[config.mk]
export PLATFORM = sky130hd
export DESIGN_NAME = timecode_generator_cue_compare_core
export DESIGN_NICKNAME = d
export VERILOG_FILES = /design/src/tcgcc_pkg.sv /design/src/tcgcc_ctrl.sv /design/src/tcgcc_dp.sv /design/src/timecode_generator_cue_compare_core.sv
export SDC_FILE = /design/constraint.sdc
export NUM_CORES = 1
export LEC_CHECK = 0
export BUFFER_PORTS_ARGS = -buffer_cell sky130_fd_sc_hd__buf_4
export CORE_ASPECT_RATIO = 0.75
export CORE_UTILIZATION = 30
export CTS_CLUSTER_DIAMETER = 150
export DETAILED_ROUTE_END_ITERATION = 7
export PLACE_DENSITY_LB_ADDON = 0.05
export REMOVE_ABC_BUFFERS = 1
export SLEW_MARGIN = 40
export SYNTH_ARGS = -nofsm -noshare
export SYNTH_HDL_FRONTEND = slang
export SYNTH_HIERARCHICAL = 1
export SYNTH_SLANG_ARGS = --single-unit
[constraint.sdc]
create_clock -name clock -period 18.2 [get_ports clock]
set_clock_uncertainty 0.05 [all_clocks]
set_input_delay 2.73 -clock clock [delete_from_list [all_inputs] [get_ports clock]]
set_output_delay 2.73 -clock clock [all_outputs]
set_load 0.01 [all_outputs]
[src/tcgcc_pkg.sv]
// Shared types, codes and constants for the timecode generator with cue compare.
`timescale 1ns / 1ps
package tcgcc_pkg;

   // Default number of cue table entries
   localparam int NUM_CUES_DEF = 8;

   // Configuration port
   localparam int CSR_IDX_W = 3;
   localparam int CSR_DATA_W = 32;

   localparam logic [CSR_IDX_W-1:0] CSR_FRAME_RATE = 3'd0;
   localparam logic [CSR_IDX_W-1:0] CSR_START_TC = 3'd1;
   localparam logic [CSR_IDX_W-1:0] CSR_COUNT_EN = 3'd2;
   localparam logic [CSR_IDX_W-1:0] CSR_CHECK_EN = 3'd3;
   localparam logic [CSR_IDX_W-1:0] CSR_SERIAL_EN = 3'd4;

   localparam logic [7:0] FRAME_RATE_RST = 8'd25;

   // Item actions
   localparam logic [1:0] ACT_FRAME = 2'd0;
   localparam logic [1:0] ACT_FIELD = 2'd1;
   localparam logic [1:0] ACT_ARM = 2'd2;
   localparam logic [1:0] ACT_RESTART = 2'd3;

   // Serial word markers
   localparam logic [8:0] MARK_FRAMES = 9'h120;
   localparam logic [8:0] MARK_SECONDS = 9'h140;
   localparam logic [8:0] MARK_MINUTES = 9'h180;
   localparam logic [8:0] MARK_HOURS = 9'h1C0;

   typedef struct packed {
      logic [1:0] action;
      logic [2:0] cue_index;
      logic [31:0] cue_target;
      logic cue_untimed;
   } req_payload_type;

   typedef struct packed {
      logic serial_valid;
      logic [8:0] serial_word;
      logic cue_signal;
      logic [7:0] collected_mask;
      logic [31:0] current_timecode;
   } rsp_payload_type;

   // Controller to datapath
   typedef struct packed {
      logic accept;
      logic rd_en;
      logic load_walk;
   } cmd_type;

   // Datapath to controller
   typedef struct packed {
      logic need_walk;
      logic rd_last;
   } status_type;

endpackage

[src/tcgcc_ctrl.sv]
// Controller state machine: item handshake, cue table walk sequencing and result valid.
`timescale 1ns / 1ps
module tcgcc_ctrl (
   input logic clock,
   input logic reset,
   input logic req_valid,
   output logic req_ready,
   output logic rsp_valid,
   input logic rsp_ready,
   input tcgcc_pkg::status_type st,
   output tcgcc_pkg::cmd_type cmd
);
   import tcgcc_pkg::*;

   localparam logic [1:0] ST_IDLE = 2'd0;
   localparam logic [1:0] ST_WALK = 2'd1;
   localparam logic [1:0] ST_DRAIN = 2'd2;
   localparam logic [1:0] ST_FINISH = 2'd3;

   logic [1:0] state_ff, state_in;
   logic rsp_valid_ff, rsp_valid_in;
   logic accept;

   assign req_ready = (state_ff == ST_IDLE) && (!rsp_valid_ff || rsp_ready);
   assign accept = req_valid && req_ready;
   assign rsp_valid = rsp_valid_ff;

   always_comb begin
      state_in = state_ff;
      rsp_valid_in = rsp_valid_ff && !rsp_ready;
      cmd = '0;
      case (state_ff)
         ST_IDLE: begin
            if (accept) begin
               cmd.accept = 1'b1;
               if (st.need_walk) begin
                  state_in = ST_WALK;
               end else begin
                  rsp_valid_in = 1'b1;
               end
            end
         end
         ST_WALK: begin
            cmd.rd_en = 1'b1;
            if (st.rd_last) begin
               state_in = ST_DRAIN;
            end
         end
         ST_DRAIN: begin
            state_in = ST_FINISH;
         end
         ST_FINISH: begin
            cmd.load_walk = 1'b1;
            rsp_valid_in = 1'b1;
            state_in = ST_IDLE;
         end
         default: begin
            state_in = ST_IDLE;
         end
      endcase
   end

   always_ff @(posedge clock) begin
      if (reset) begin
         state_ff <= ST_IDLE;
         rsp_valid_ff <= 1'b0;
      end else begin
         state_ff <= state_in;
         rsp_valid_ff <= rsp_valid_in;
      end
   end

endmodule

[src/tcgcc_dp.sv]
// Datapath: timecode counter, field state, configuration, cue table and result register.
`timescale 1ns / 1ps
module tcgcc_dp #(
   parameter int NUM_CUES = tcgcc_pkg::NUM_CUES_DEF
) (
   input logic clock,
   input logic reset,
   input logic csr_write_en,
   input logic [tcgcc_pkg::CSR_IDX_W-1:0] csr_index,
   input logic [tcgcc_pkg::CSR_DATA_W-1:0] csr_wdata,
   input tcgcc_pkg::req_payload_type req_payload,
   output tcgcc_pkg::rsp_payload_type rsp_payload,
   input tcgcc_pkg::cmd_type cmd,
   output tcgcc_pkg::status_type st
);
   import tcgcc_pkg::*;

   localparam int IDX_W = (NUM_CUES > 1) ? $clog2(NUM_CUES) : 1;

   // Configuration
   logic [7:0] frame_rate_ff;
   logic [31:0] start_tc_ff;
   logic count_en_ff, check_en_ff, serial_en_ff;

   // Counter state
   logic [31:0] timecode_ff, timecode_in;
   logic odd_ff, odd_in;
   logic [1:0] fc_ff, fc_in;

   // Cue table
   logic [31:0] cue_time_mem [NUM_CUES];
   logic [NUM_CUES-1:0] waiting_ff, waiting_in;
   logic [NUM_CUES-1:0] untimed_ff, untimed_in;
   logic [NUM_CUES-1:0] done_ff, done_in;

   // Walk pipeline
   logic [IDX_W-1:0] rd_addr_ff;
   logic [IDX_W-1:0] cmp_idx_ff;
   logic cmp_en_ff;
   logic [31:0] rd_data_ff;
   logic sig_ff;
   logic hit;

   logic [6:0] idx_ext;
   logic arm_ok;
   logic [IDX_W-1:0] arm_idx;
   logic counted;
   logic [NUM_CUES+7:0] mask_now_ext, mask_ff_ext;
   rsp_payload_type rsp_ff;

   function automatic logic [31:0] advance_frame(input logic [31:0] tc_i,
                                                 input logic [7:0] rate);
      logic [31:0] tc;
      tc = tc_i + 32'd1;
      if (tc[7:0] == rate) begin
         tc = (tc & 32'hFFFF_FF00) + 32'h0000_0100;
         if (tc[15:8] == 8'd60) begin
            tc = tc + (32'd196 << 8);
            if (tc[23:16] == 8'd60) begin
               tc = tc + (32'd196 << 16);
               if (tc[31:24] == 8'd24) begin
                  tc = tc & 32'h00FF_FFFF;
               end
            end
         end
      end
      return tc;
   endfunction

   function automatic logic [8:0] serial_byte(input logic [1:0] fc, input logic [31:0] tc);
      logic [8:0] w;
      case (fc)
         2'd0: w = {1'b0, tc[7:0]} | MARK_FRAMES;
         2'd1: w = {1'b0, tc[15:8]} | MARK_SECONDS;
         2'd2: w = {1'b0, tc[23:16]} | MARK_MINUTES;
         default: w = {1'b0, tc[31:24]} | MARK_HOURS;
      endcase
      return w;
   endfunction

   assign idx_ext = {4'b0, req_payload.cue_index};
   assign arm_ok = idx_ext < 7'(NUM_CUES);
   assign arm_idx = idx_ext[IDX_W-1:0];
   assign counted = (req_payload.action == ACT_FIELD) && odd_ff && count_en_ff;

   assign st.need_walk = counted && check_en_ff;
   assign st.rd_last = (rd_addr_ff == IDX_W'(NUM_CUES - 1));

   assign hit = cmp_en_ff && waiting_ff[cmp_idx_ff]
                && ((rd_data_ff <= timecode_ff) || untimed_ff[cmp_idx_ff]);

   always_comb begin
      timecode_in = timecode_ff;
      odd_in = odd_ff;
      fc_in = fc_ff;
      waiting_in = waiting_ff;
      untimed_in = untimed_ff;
      done_in = done_ff;
      if (cmd.accept) begin
         case (req_payload.action)
            ACT_FRAME: begin
               timecode_in = advance_frame(timecode_ff, frame_rate_ff);
            end
            ACT_FIELD: begin
               odd_in = !odd_ff;
               if (counted) begin
                  fc_in = fc_ff + 2'd1;
               end
            end
            ACT_ARM: begin
               if (arm_ok) begin
                  waiting_in[arm_idx] = 1'b1;
                  done_in[arm_idx] = 1'b0;
                  untimed_in[arm_idx] = req_payload.cue_untimed;
               end
            end
            ACT_RESTART: begin
               timecode_in = start_tc_ff;
               odd_in = 1'b1;
               fc_in = 2'd0;
            end
            default: begin
               timecode_in = timecode_ff;
            end
         endcase
      end
      if (hit) begin
         waiting_in[cmp_idx_ff] = 1'b0;
         done_in[cmp_idx_ff] = 1'b1;
      end
   end

   assign mask_now_ext = {8'b0, done_in};
   assign mask_ff_ext = {8'b0, done_ff};

   always_ff @(posedge clock) begin
      if (reset) begin
         frame_rate_ff <= FRAME_RATE_RST;
         start_tc_ff <= '0;
         count_en_ff <= 1'b0;
         check_en_ff <= 1'b1;
         serial_en_ff <= 1'b0;
         timecode_ff <= '0;
         odd_ff <= 1'b1;
         fc_ff <= '0;
         waiting_ff <= '0;
         untimed_ff <= '0;
         done_ff <= '0;
         cmp_en_ff <= 1'b0;
         sig_ff <= 1'b0;
      end else begin
         if (csr_write_en) begin
            case (csr_index)
               CSR_FRAME_RATE: frame_rate_ff <= csr_wdata[7:0];
               CSR_START_TC: start_tc_ff <= csr_wdata[31:0];
               CSR_COUNT_EN: count_en_ff <= csr_wdata[0];
               CSR_CHECK_EN: check_en_ff <= csr_wdata[0];
               CSR_SERIAL_EN: serial_en_ff <= csr_wdata[0];
               default: begin
               end
            endcase
         end
         timecode_ff <= timecode_in;
         odd_ff <= odd_in;
         fc_ff <= fc_in;
         waiting_ff <= waiting_in;
         untimed_ff <= untimed_in;
         done_ff <= done_in;
         cmp_en_ff <= cmd.rd_en;
         if (cmd.accept) begin
            sig_ff <= 1'b0;
         end else if (hit) begin
            sig_ff <= 1'b1;
         end
      end
   end

   // Cue target store and its registered read port
   always_ff @(posedge clock) begin
      if (cmd.accept && (req_payload.action == ACT_ARM) && arm_ok) begin
         cue_time_mem[arm_idx] <= req_payload.cue_target;
      end
      if (cmd.rd_en) begin
         rd_data_ff <= cue_time_mem[rd_addr_ff];
      end
   end

   always_ff @(posedge clock) begin
      cmp_idx_ff <= rd_addr_ff;
      if (cmd.accept) begin
         rd_addr_ff <= '0;
      end else if (cmd.rd_en) begin
         rd_addr_ff <= rd_addr_ff + 1'b1;
      end
   end

   // Result register
   always_ff @(posedge clock) begin
      if (cmd.accept && !st.need_walk) begin
         rsp_ff.serial_valid <= counted && serial_en_ff;
         rsp_ff.serial_word <= (counted && serial_en_ff) ? serial_byte(fc_in, timecode_ff)
                                                         : 9'd0;
         rsp_ff.cue_signal <= 1'b0;
         rsp_ff.collected_mask <= mask_now_ext[7:0];
         rsp_ff.current_timecode <= timecode_in;
      end else if (cmd.load_walk) begin
         rsp_ff.serial_valid <= serial_en_ff;
         rsp_ff.serial_word <= serial_en_ff ? serial_byte(fc_ff, timecode_ff) : 9'd0;
         rsp_ff.cue_signal <= sig_ff;
         rsp_ff.collected_mask <= mask_ff_ext[7:0];
         rsp_ff.current_timecode <= timecode_ff;
      end
   end

   assign rsp_payload = rsp_ff;

endmodule

[src/timecode_generator_cue_compare_core.sv]
// Top level of the timecode generator with cue compare: controller, datapath and checks.
`timescale 1ns / 1ps
// Frame pulses, arms, restarts and field ticks that need no cue check give their result in the
// cycle after the item is accepted. A counted field tick with checking enabled walks the
// cue table through its single read port, one entry a cycle, then passes the drain and
// finish states before its result is valid; no new item is taken until that result is shown.
// Items without a check can be taken one per cycle while each result is taken as it appears.
// Reset (synchronous, active high) clears the timecode, field count and cue flags, marks
// the field as odd and returns the configuration registers to their reset values.
module timecode_generator_cue_compare_core #(
   parameter int NUM_CUES = tcgcc_pkg::NUM_CUES_DEF
) (
   input logic clock,
   input logic reset,
   // Configuration write port
   input logic csr_write_en,
   input logic [tcgcc_pkg::CSR_IDX_W-1:0] csr_index,
   input logic [tcgcc_pkg::CSR_DATA_W-1:0] csr_wdata,
   // Input items
   input logic req_valid,
   output logic req_ready,
   input tcgcc_pkg::req_payload_type req_payload,
   // Result items
   output logic rsp_valid,
   input logic rsp_ready,
   output tcgcc_pkg::rsp_payload_type rsp_payload
);
   import tcgcc_pkg::*;

   // The controller owns the handshake and sequences the walk over the cue table; the
   // datapath owns all timecode and cue state and the result register.
   cmd_type cmd;
   status_type st;

   tcgcc_ctrl u_ctrl (
      .clock(clock),
      .reset(reset),
      .req_valid(req_valid),
      .req_ready(req_ready),
      .rsp_valid(rsp_valid),
      .rsp_ready(rsp_ready),
      .st(st),
      .cmd(cmd)
   );

   tcgcc_dp #(
      .NUM_CUES(NUM_CUES)
   ) u_dp (
      .clock(clock),
      .reset(reset),
      .csr_write_en(csr_write_en),
      .csr_index(csr_index),
      .csr_wdata(csr_wdata),
      .req_payload(req_payload),
      .rsp_payload(rsp_payload),
      .cmd(cmd),
      .st(st)
   );

   // A serial word always carries its top marker bit, and an item without one carries zero.
   a_serial_marker: assert property (@(posedge clock) disable iff (reset)
      rsp_valid |-> (rsp_payload.serial_valid ? rsp_payload.serial_word[8]
                                              : (rsp_payload.serial_word == 9'd0)))
      else $error("serial word marker mismatch");

   // When every cue has a bit in the mask, a signalled collection shows in the mask.
   a_signal_mask: assert property (@(posedge clock) disable iff (reset)
      (rsp_valid && rsp_payload.cue_signal && (NUM_CUES <= 8))
      |-> (rsp_payload.collected_mask != 8'd0))
      else $error("cue signal without any collected cue");

   // An item that starts a cue table walk blocks further items on the next cycle.
   a_walk_blocks: assert property (@(posedge clock) disable iff (reset)
      (req_valid && req_ready && st.need_walk) |=> !req_ready)
      else $error("item accepted during cue table walk");

   // A walk item never produces its result in the cycle straight after acceptance.
   a_walk_latency: assert property (@(posedge clock) disable iff (reset)
      (req_valid && req_ready && st.need_walk && !(rsp_valid && !rsp_ready))
      |=> !rsp_valid)
      else $error("walk result delivered too early");

endmodule
======== After elaboration in Yosys (flattened, before gate mapping) ========
Memory sizes are Yosys's and may differ from the RTL's. A register that Yosys moved wholly into a read port is not among the register bits.
Cells that the tools add are included.
Widths: inputs -> output; s select.
word-level totals
  output and inout port bits .............. 53
  input port bits ......................... 78
  memories ................................ 1
  register bits after elaboration ......... 164
  RAM bits ................................ 256
cells by class
  equal/unequal tests ..................... 22
  order comparisons ....................... 6
  multiplexer cells ....................... 46
  reduce and logical (&&, ||, !) cells .... 36
  bitwise gates (word level) .............. 6
  add/sub/neg operators ................... 6
memories
  name               words  bits a word  read ports  clocked after memory_dff  write ports  line            text
  u_dp.cue_time_mem  8      32           1           1                         1            tcgcc_dp.sv:31  logic [31:0] cue_time_mem [NUM_CUES];
operators by type and width
  operator                count
  $mux 32                 5
  $mux 51                 2
  $mux 8                  8
  $pmux 32 s2             1
  $pmux 8 s3              2
  $add 32x1->32 const B   1
  $add 32x16->32 const B  1
  $add 32x24->32 const B  1
  $add 32x9->32 const B   1
  $le 32x32->1            1
  $mux 9                  2
  $and 8x8->8             2
  $eq 8x6->1 const B      2
  $not 8->8               2
  $or 8x8->8              2
  $logic_and 1x1->1       14
  $eq 2x2->1 const B      6
  $lt 3x4->1 const B      3
  $mux 1                  12
  $reduce_and 2->1        6
  $mux 2                  5
  $bwmux 8                1
  $eq 2x1->1 const B      4
  $eq 8x5->1 const B      1
  other kinds (21)        37

======== Logic depth before layout (Yosys ltp) ========
Gate-level depths: netlist of the first run.
  word-level depth ........................ 12
  depth in mapped cells ................... 28

======== By module ========
The synthesis of the first run kept the hierarchy.
modules (own cells, without submodules)
  module      cells an instance  area an instance (µm²)  sequential area each (µm²)  times used
  tcgcc_dp    1,815              21,817.2                12,341.8                    1
  tcgcc_ctrl  28                 260.2                   60.1                        1

======== Worst setup path before layout of the first run ========
OpenSTA, ideal clock, no wires.
  path type ............................... input port to flip-flop
  start point ............................. input rsp_ready
  end point ............................... register u_dp.rsp_ff, in the netlist u_dp/rsp_payload[36], data pin
  stages .................................. 8
  arrival ................................. 6.525 ns
  buffers on the path ..................... 1
  setup slack ............................. 11.357 ns
  data required time ...................... 17.882 ns
  cells stage by stage .................... nand2b_4 and3_2 clkbuf_1 nand3_1 nor3_1 o21ai_0 nand2_1 o21ai_0
RTL lines
  what             line                                       text
  start, declared  timecode_generator_cue_compare_core.sv:25  input logic rsp_ready,
  end, declared    tcgcc_dp.sv:49                             rsp_payload_type rsp_ff;

======== Worst setup path after layout of the first run ========
  start point ............................. register u_dp.timecode_ff[0]
  end point ............................... register u_dp.rsp_ff, in the netlist u_dp/rsp_payload[31], data pin
between the ends
  longest elaborated chain between the ends .. 12
  elaborated cells on any way between the ends .. 15
RTL lines
  what                    line             text
  start, declared         tcgcc_dp.sv:26   logic [31:0] timecode_ff, timecode_in;
  start signal, assigned  tcgcc_dp.sv:163  timecode_ff <= timecode_in;
  $add 32x1->32 *         tcgcc_dp.sv:54   tc = tc_i + 32'd1;
  $add 32x9->32           tcgcc_dp.sv:56   tc = (tc & 32'hFFFF_FF00) + 32'h0000_0100;
  $add 32x16->32          tcgcc_dp.sv:58   tc = tc + (32'd196 << 8);
  $add 32x24->32          tcgcc_dp.sv:60   tc = tc + (32'd196 << 16);
  $eq 8x5->1              tcgcc_dp.sv:61   if (tc[31:24] == 8'd24) begin
  $mux 32                 tcgcc_dp.sv:61
  $mux 32                 tcgcc_dp.sv:59   if (tc[23:16] == 8'd60) begin
  $mux 32                 tcgcc_dp.sv:57   if (tc[15:8] == 8'd60) begin
  $mux 32 *               tcgcc_dp.sv:55   if (tc[7:0] == rate) begin
  $pmux 32 s2 *           tcgcc_dp.sv:100  case (req_payload.action)
  $mux 32 *               tcgcc_dp.sv:99   if (cmd.accept) begin
  $mux 51 *               tcgcc_dp.sv:199  if (cmd.accept && !st.need_walk) begin
Mark *: on every way between the ends. The rest lies on a longest branch, timed or not.
A chain may end at the register's enable or synchronous reset.

==> flow_summary_export.csv, run 1 <==
group,metric,value,unit
outcome,result_of_the_run,"complete, but fails checks",
outcome,failed_checks,"DRC",
drt,ant_nets,0,
synthesis,synthesized_area_divided_by_synthesized_cell_count,12.0,sq um
final_layout,flow.area_growth_from_synthesis,16.3,%
sta,timing.final.crit_share,0.449,
worst_setup_path,crit-reg2reg-capture,"u_dp/rsp_payload[31]",
worst_setup_path,crit_chain,"ha_1 > nand3_4 > nor2_1 > nand2_1 > xnor2_1 > ha_1 > nand2_1 > a211oi_2 > o211a_1 > nor3_1 > a22oi_1 > o221ai_1 > xnor2_1 > ha_1 > nand2b_1 > nand2b_1 > o311ai_1 > nand4bb_2 > nor2_1 > and4_1 > o21ai_0 > a221oi_1 > a21oi_1",
drt,routed_wirelength,69300,um
worst_hold_path,hold_path.class,"register to register",
synthesis,postSynthRegisterBits,451,
global_route,first_pass_grt_wire_length,102000,um
final_layout,antenna_cells,0,
worst_setup_path,timing.critical_path.required,18.52,ns
worst_setup_path,critical_path_origin,"u_dp/timecode_ff[0]",
worst_setup_path,critical-path-slowest-cell,"dfxtp_1",
worst_hold_path,hold-path-cell-count,2,
clock_network,cts_max_path_buffers,3,
power_and_ir_drop,worst_case_vdd_ir_drop,0.0603,mV
worst_setup_path,worst_path_most_repeated_cell,"ha_1",
drt,routed_wire_length_per_instance,23.7,um
clock_network,clk_root_buffer_cell,"clkbuf_16",
floorplanning,effective_utilization_at_floorplan,0.305,
floorplanning,core_area,72300,sq um
clock_network,cts_max_level,2,
sta,final.min_clock_period,8.16,ns
worst_setup_path,timing.reg2reg.worst_path_depth,23,
floorplanning,die_width,315,um
global_route,grt_max_degree,58,
global_route,antenna_found_initial,2,
global_route,first_global_vias,15000,
worst_setup_path,critPathKind,"register to register",
sta,worst_slack_setup_final,10.04,ns
worst_setup_path,maximum_single_stage_delay_on_the_critical_path,0.69,ns
clock_network,post-cts-setup-buffers,0,
worst_setup_path,arrival,8.48,ns
drt,drc,8,
synthesis,yosysWarningCount,6,
clock_network,numCtsBuffers,49,
clock_network,post_cts_hold_buffer_count,0,
global_route,total_global_routing_track_utilization,0.185,
power_and_ir_drop,power.density,102,nW/um^2
drt,route.detailed.vias_per_inst,5.30,
clock_network,clkSlewWorstSetupHoldPaths,0.06,ns
power_and_ir_drop,power.static_leakage,0.00819,uW
synthesis,ys_seq_area_frac,0.562,
worst_setup_path,crit_path_end_kind,"register",
floorplanning,floorplan.rows,85,
drt,routed-via-count,15500,
sta,timing_max_transition_violations_final,0,
placement,port_buffers,130,
synthesis,asyncSetResetFlopFracSynth,0,
synthesis,synth_cells,1843,
drt,firstDrtPassIters,8,
synthesis,yosysUniqueCellTypes,96,
flow_run,maximum_capacitance_violations,0,
synthesis,synthDominantAreaCellType,"edfxtp_1",
synthesis,synth_top_area_share,0.458,
floorplanning,dieHeight,237,um
drt,drt_first_iter_violations,1394,
final_layout,finish.net_count,2058,
clock_network,clock_tree_from_tritoncts,"yes",
synthesis,synthTopCellsByArea,"edfxtp_1 46%, dfxtp_1 10%, mux4_2 7.0%",
sta,achievable-frequency,0.122,GHz
sta,max_slew.worst_pin.slew,0.807,ns
synthesis,synth_edf_count,337,
placement,setup_ws_pre_cts,10.27,ns
clock_network,worstSkewPairLatency,0.62,ns
placement,globalplace.congestion,0.871,
sta,timing.slew.headroom,0.454,
placement,placed_wire_length_estimate_after_detailed_placement,46500,um
worst_hold_path,hp-start,"u_dp/start_tc_ff[27]",
global_route,grt.overflow.total,0,
floorplanning,ios,131,
clock_network,clock-sinks,451,
synthesis,synth_top_flop_cell,"edfxtp_1",
final_layout,layout-drive-gt1-share,0.203,
sta,hold_viol_final,0,
worst_setup_path,worst-r2r-setup-slack,10.04,ns
sta,fin_setup_tns,0,ns
worst_setup_path,worstSetupStartpointType,"register",
worst_setup_path,crit_path_max_fanout,15,
sta,report.final.setup_viol,0,
floorplanning,die_area,74700,sq um
clock_network,cts_resized,0,
synthesis,mappedNetlistArea,22100,sq um
worst_setup_path,startpoint_of_the_worst_register_to_register_path,"u_dp/timecode_ff[0]",
sta,grt_setup_unrepaired,"no",
worst_hold_path,holdPathEnd,"u_dp/start_tc_ff[27]",
==> registers in the layout, summed over array words and instances (netlist names) <==
signal / cells
u_dp/check_en_ff: 1
u_ctrl/rsp_valid: 1
u_dp/done_ff: 8
u_dp/cue_time_mem: 256
u_dp/count_en_ff: 1
u_dp/sig_ff: 1
u_dp/rsp_payload: 50
u_dp/odd_ff: 1
u_dp/frame_rate_ff: 8
u_dp/fc_ff: 2
u_dp/waiting_ff: 8
u_dp/serial_en_ff: 1
u_dp/untimed_ff: 8
u_dp/cmp_idx_ff: 3
u_dp/timecode_ff: 32
u_dp/rd_data_ff: 32
u_ctrl/state_ff: 2
u_dp/rd_addr_ff: 3
u_dp/start_tc_ff: 32
u_dp/cmp_en_ff: 1
==> cell usage after synthesis, types with 12 or more instances <==
master    number
inv_1         47
clkbuf_1      92
nand2_1      160
nor3_1        37
mux2i_1       24
o21ai_0      111
dfxtp_1      114
mux2_2        34
a211oi_1      20
nor4_1        21
nand2b_1      20
mux4_2        69
nand3_1       69
and2_1        13
nor2_1       127
a21oi_1      110
xnor2_1       67
a31oi_1       13
edfxtp_1     337
xor2_1        12
ha_1          51
nor2b_1       22
nand4_1       26
==> power breakdown <==
| group | internal, uW | total [uW] | switching (uW) |
|---|---|---|---|
| combinational | 170 | 391 | 221 |
| clock | 575 | 1010 | 432 |
| sequential | 1160 | 1210 | 52.2 |
| total | 1910 | 2610 | 705 |
==> critical path, delay by kind of cell, from the launching register on <==
| kind | cells | cell delay [ns] |
|---|---|---|
| AO/OA/AOI/OAI | 8 | 3.14 |
| AND/OR/NAND/NOR | 10 | 2.31 |
| adder cells (fa/ha/maj) | 3 | 1.18 |
| flip-flops | 1 | 0.69 |
| XOR/XNOR | 2 | 0.56 |
==> stage by stage <==
step           hold WS, ns  instances  power [uW]  area (sq um)  utilization
4_1_cts              0.408       2924        2650         25700        0.355
3_3_place_gp         0.402       2834        1630         24000        0.332
5_1_grt              0.431       2925        2730         25700        0.355
6_report             0.407       2925        2610         25700        0.355
3_5_place_dp         0.399       2834        1630         24000        0.333
2_1_floorplan        0.380       1718        1460         21500            -
==> area by class of cell <==
type	instances	area, sq um
Clock buffer	62	1360
Clock inverter	28	245
Fill cell	7191	46600
Inverter	47	176
Multi-Input combinational cell	1220	9070
Sequential cell	451	12400
Tap cell	957	1200
Timing Repair Buffer	160	1220
==> per-layer routing <==
layer	vias to the layer above	wire (um)	track usage	share of wire
li1	7198	-	-	-
met1	7782	35500	0.291	0.51
met2	453	28200	0.255	0.41
met3	76	4350	0.0356	0.063
met4	2	1250	0.0455	0.018
met5	-	11	0	0.00016
==> how the worst max path moves through the flow <==
stage                      endpoint  slack (ns)  depth (start not counted)
6_report       u_dp/rsp_payload[31]       10.04                         23
5_1_grt        u_dp/rsp_payload[29]        9.38                         23
4_1_cts        u_dp/rsp_payload[29]       10.26                         23
3_5_place_dp   u_dp/rsp_payload[29]       10.27                         23
3_3_place_gp   u_dp/rsp_payload[29]       10.18                         23
2_1_floorplan  u_dp/rsp_payload[36]       11.52                          7
==> cell usage in the layout, fill, tap and decap left out, drive strengths merged, types with 68 or more instances in the layout <==
master / instances
a21oi: 110
edfxtp: 337
nand2: 160
o21ai: 115
nor2: 128
dfxtp: 114
nand3: 72
xnor2: 68
buf: 160
mux4: 69
==> cells by family (layout without fill, tap and decap cells) <==
| group | count (synthesis) | in the layout | synth area share |
|---|---|---|---|
| AO/OA/AOI/OAI | 389 | 389 | 0.114 |
| XOR/XNOR | 81 | 81 | 0.0328 |
| adder cells (fa/ha/maj) | 51 | 51 | 0.0289 |
| buffers and inverters | 172 | 297 | 0.0321 |
| flip-flops | 451 | 451 | 0.562 |
| multiplexers | 127 | 127 | 0.0986 |
| AND/OR/NAND/NOR | 572 | 572 | 0.131 |
(Power assumes the default switching activity.)
==> run 2, diff against run 1 <==
--- a/config.mk
+++ b/config.mk
@@ -5,6 +5,7 @@
 export SDC_FILE = /design/constraint.sdc
 export NUM_CORES = 1
 export LEC_CHECK = 0
+export ABC_AREA = 1
 export BUFFER_PORTS_ARGS = -buffer_cell sky130_fd_sc_hd__buf_4
 export CORE_ASPECT_RATIO = 0.75
 export CORE_UTILIZATION = 30
==> constraint.sdc (replaced) <==
create_clock -name clock -period 6.9 [get_ports clock]
set_clock_uncertainty 0.05 [all_clocks]
set_input_delay 1.035 -clock clock [delete_from_list [all_inputs] [get_ports clock]]
set_output_delay 1.035 -clock clock [all_outputs]
set_load 0.01 [all_outputs]
==> run 2 against run 1 <==
- the run now ends clean
- die area up 0.45%
- combinational power rose to 6.2 times the previous value
- synthesized cell count up 33%
- sequential power rose to 2.9 times the previous value
- core utilization up 0.23 points
- count of clock-buffer cells in the layout down 2
- clock power rose to 2.6 times the previous value
- setup slack worse by 8.3 ns
- hold slack worse by 0.048 ns
- non-clock buffer count down 4
- critical path type unchanged
- largest power group unchanged
==> flow_summary_export.csv, run 2 <==
group,metric,value,unit
clock_network,clk_root_buffer_cell,"clkbuf_16",
floorplanning,die_width,316,um
clock_network,clock_tree_from_tritoncts,"yes",
worst_setup_path,worst_path_most_repeated_cell,"nand2_1",
floorplanning,dieHeight,237,um
sta,achievable-frequency,0.195,GHz
global_route,grt.overflow.total,0,
synthesis,synth.top_cells.by_count,"486 x nor2_1, 390 x nand2_1, 337 x edfxtp_1",
power_and_ir_drop,finalPower,8630,uW
worst_setup_path,timing.critical_path.required,7.27,ns
floorplanning,ios,131,
synthesis,ys_seq_area_frac,0.559,
drt,routed_wire_length_per_instance,21.8,um
clock_network,cts_max_level,2,
worst_setup_path,critPathKind,"register to register",
sta,timing.final.crit_share,0.744,
worst_setup_path,crit_path_max_fanout,16,
final_layout,finish.net_count,2694,
global_route,first_pass_grt_wire_length,115000,um
drt,routed-via-count,18000,
clock_network,cts_max_path_buffers,3,
global_route,total_global_routing_track_utilization,0.206,
worst_setup_path,worstSetupStartpointType,"register",
drt,drc,0,
flow_run,maximum_capacitance_violations,0,
clock_network,numCtsBuffers,50,
floorplanning,core_area,72400,sq um
sta,grt_setup_unrepaired,"no",
power_and_ir_drop,power.density,333,nW/um^2
floorplanning,floorplan.rows,85,
drt,routed_wirelength,77600,um
synthesis,synth.most_common_cell,"nor2_1",
synthesis,postSynthRegisterBits,451,
drt,drt_first_iter_violations,1367,
global_route,antenna_found_initial,1,
synthesis,synthDominantAreaCellType,"edfxtp_1",
final_layout,mostFrequentLayoutCell,"nor2_1",
sta,report.final.setup_viol,0,
clock_network,clock-sinks,451,
floorplanning,die_area,75000,sq um
final_layout,layout-drive-gt1-share,0.136,
worst_setup_path,arrival,5.51,ns
sta,fin_setup_tns,0,ns
drt,firstDrtPassIters,5,
final_layout,most-common-layout-cells,"477 x nor2_1, 389 x nand2_1, 337 x edfxtp_1, 255 x o21ai_0, 156 x inv_1",
drt,route.detailed.vias_per_inst,5.05,
global_route,grt_max_degree,74,
clock_network,worstSkewPairLatency,0.63,ns
clock_network,post-cts-setup-buffers,0,
synthesis,synthTopCellsByArea,"edfxtp_1 46%, dfxtp_1 10%, nor2_1 8.2%",
final_layout,flow.area_growth_from_synthesis,16.7,%
worst_hold_path,hold_path.class,"register to register",
sta,final.min_clock_period,5.13,ns
synthesis,synth_cells,2456,
synthesis,synth_top_flop_cell,"edfxtp_1",
worst_setup_path,maximum_single_stage_delay_on_the_critical_path,0.63,ns
power_and_ir_drop,power.static_leakage,0.00966,uW
outcome,result_of_the_run,"finished, final reports clean",
final_layout,number_of_flip_flops_under_the_largest_register_name,256,
synthesis,yosysWarningCount,6,
placement,placed_wire_length_estimate_after_detailed_placement,53300,um
synthesis,asyncSetResetFlopFracSynth,0,
clock_network,post_cts_hold_buffer_count,0,
synthesis,synthesized_area_divided_by_synthesized_cell_count,9.03,sq um
final_layout,finalCoreUtilization,0.357,
synthesis,mappedNetlistArea,22200,sq um
synthesis,yosysUniqueCellTypes,49,
drt,ant_nets,0,
worst_setup_path,critical-path-slowest-cell,"dfxtp_1",
final_layout,antenna_cells,0,
synthesis,synth_top_area_share,0.456,
sta,max_slew.worst_pin.slew,0.834,ns
worst_setup_path,crit_path_end_kind,"register",
sta,hold_viol_final,0,
sta,timing_max_transition_violations_final,0,
global_route,first_global_vias,17300,
synthesis,synth_edf_count,337,
placement,port_buffers,130,
final_layout,top_register,"u_dp/cue_time_mem",
power_and_ir_drop,worst_case_vdd_ir_drop,0.213,mV
sta,timing.slew.headroom,0.443,
clock_network,clkSlewWorstSetupHoldPaths,0.06,ns
floorplanning,effective_utilization_at_floorplan,0.306,
clock_network,cts_resized,0,
placement,globalplace.congestion,0.897,
==> run 2: layout make-up <==
cell class	instances	area (sq um)
fillers	7375	46500
flip-flops and latches	451	12400
multi-input cells	1725	8800
clock buffers	60	1310
well taps	957	1200
repair buffers	156	1180
inverters	181	688
clock inverters	31	299
==> run 2: where the power goes <==
group,switching (uW),internal (uW)
Combinational,1710,726
Sequential,241,3280
Clock,1160,1510
==> run 2: worst paths after layout <==
check,slack [ns],end,start,cells past startpoint
hold / removal,0.36,u_dp/cmp_idx_ff[2],u_dp/rd_addr_ff[2],0
setup / recovery,1.77,u_dp/rsp_payload[20],u_dp/timecode_ff[0],29
hold reg to reg,0.36,u_dp/cmp_idx_ff[2],u_dp/rd_addr_ff[2],0
setup reg to reg,1.77,u_dp/rsp_payload[20],u_dp/timecode_ff[0],29
==> run 2: kinds of logic (layout without fill, tap and decap cells) <==
| group | count (synthesis) | after routing | share of synthesized area |
|---|---|---|---|
| buf+inv | 280 | 428 | 0.0482 |
| xor+xnor | 22 | 22 | 0.00903 |
| fa+ha+maj | 51 | 51 | 0.0288 |
| flops | 451 | 451 | 0.559 |
| compound gates | 526 | 526 | 0.134 |
| simple gates | 1126 | 1126 | 0.221 |
==> run 2: layer usage <==
layer  global-route usage  vias up  wire [um]
met5                    0        -          9
met4               0.0388        2       1130
met3               0.0329       79       4150
met2                0.302      450      32700
met1                0.317     8704      39500
li1                     -     8731          -
==> run 2: worst max-delay path, delay by kind of cell, from the launching register on <==
family,cells,cell delay [ns]
simple gates,18,2.34
compound gates,6,1.00
fa+ha+maj,3,0.72
flops,1,0.63
buf+inv,2,0.14
==> run 2: stage by stage <==
step / instance area, sq um / hold WS, ns / worst slack, ns / std cells
global route: 25900 / 0.361 / 1.16 / 3561
finish: 25900 / 0.359 / 1.77 / 3561
floorplan: 21800 / 0.305 / 1.60 / 2357
detailed placement: 24300 / 0.331 / 1.93 / 3470
global placement: 24200 / 0.326 / 1.87 / 3470
CTS: 25900 / 0.348 / 1.87 / 3561
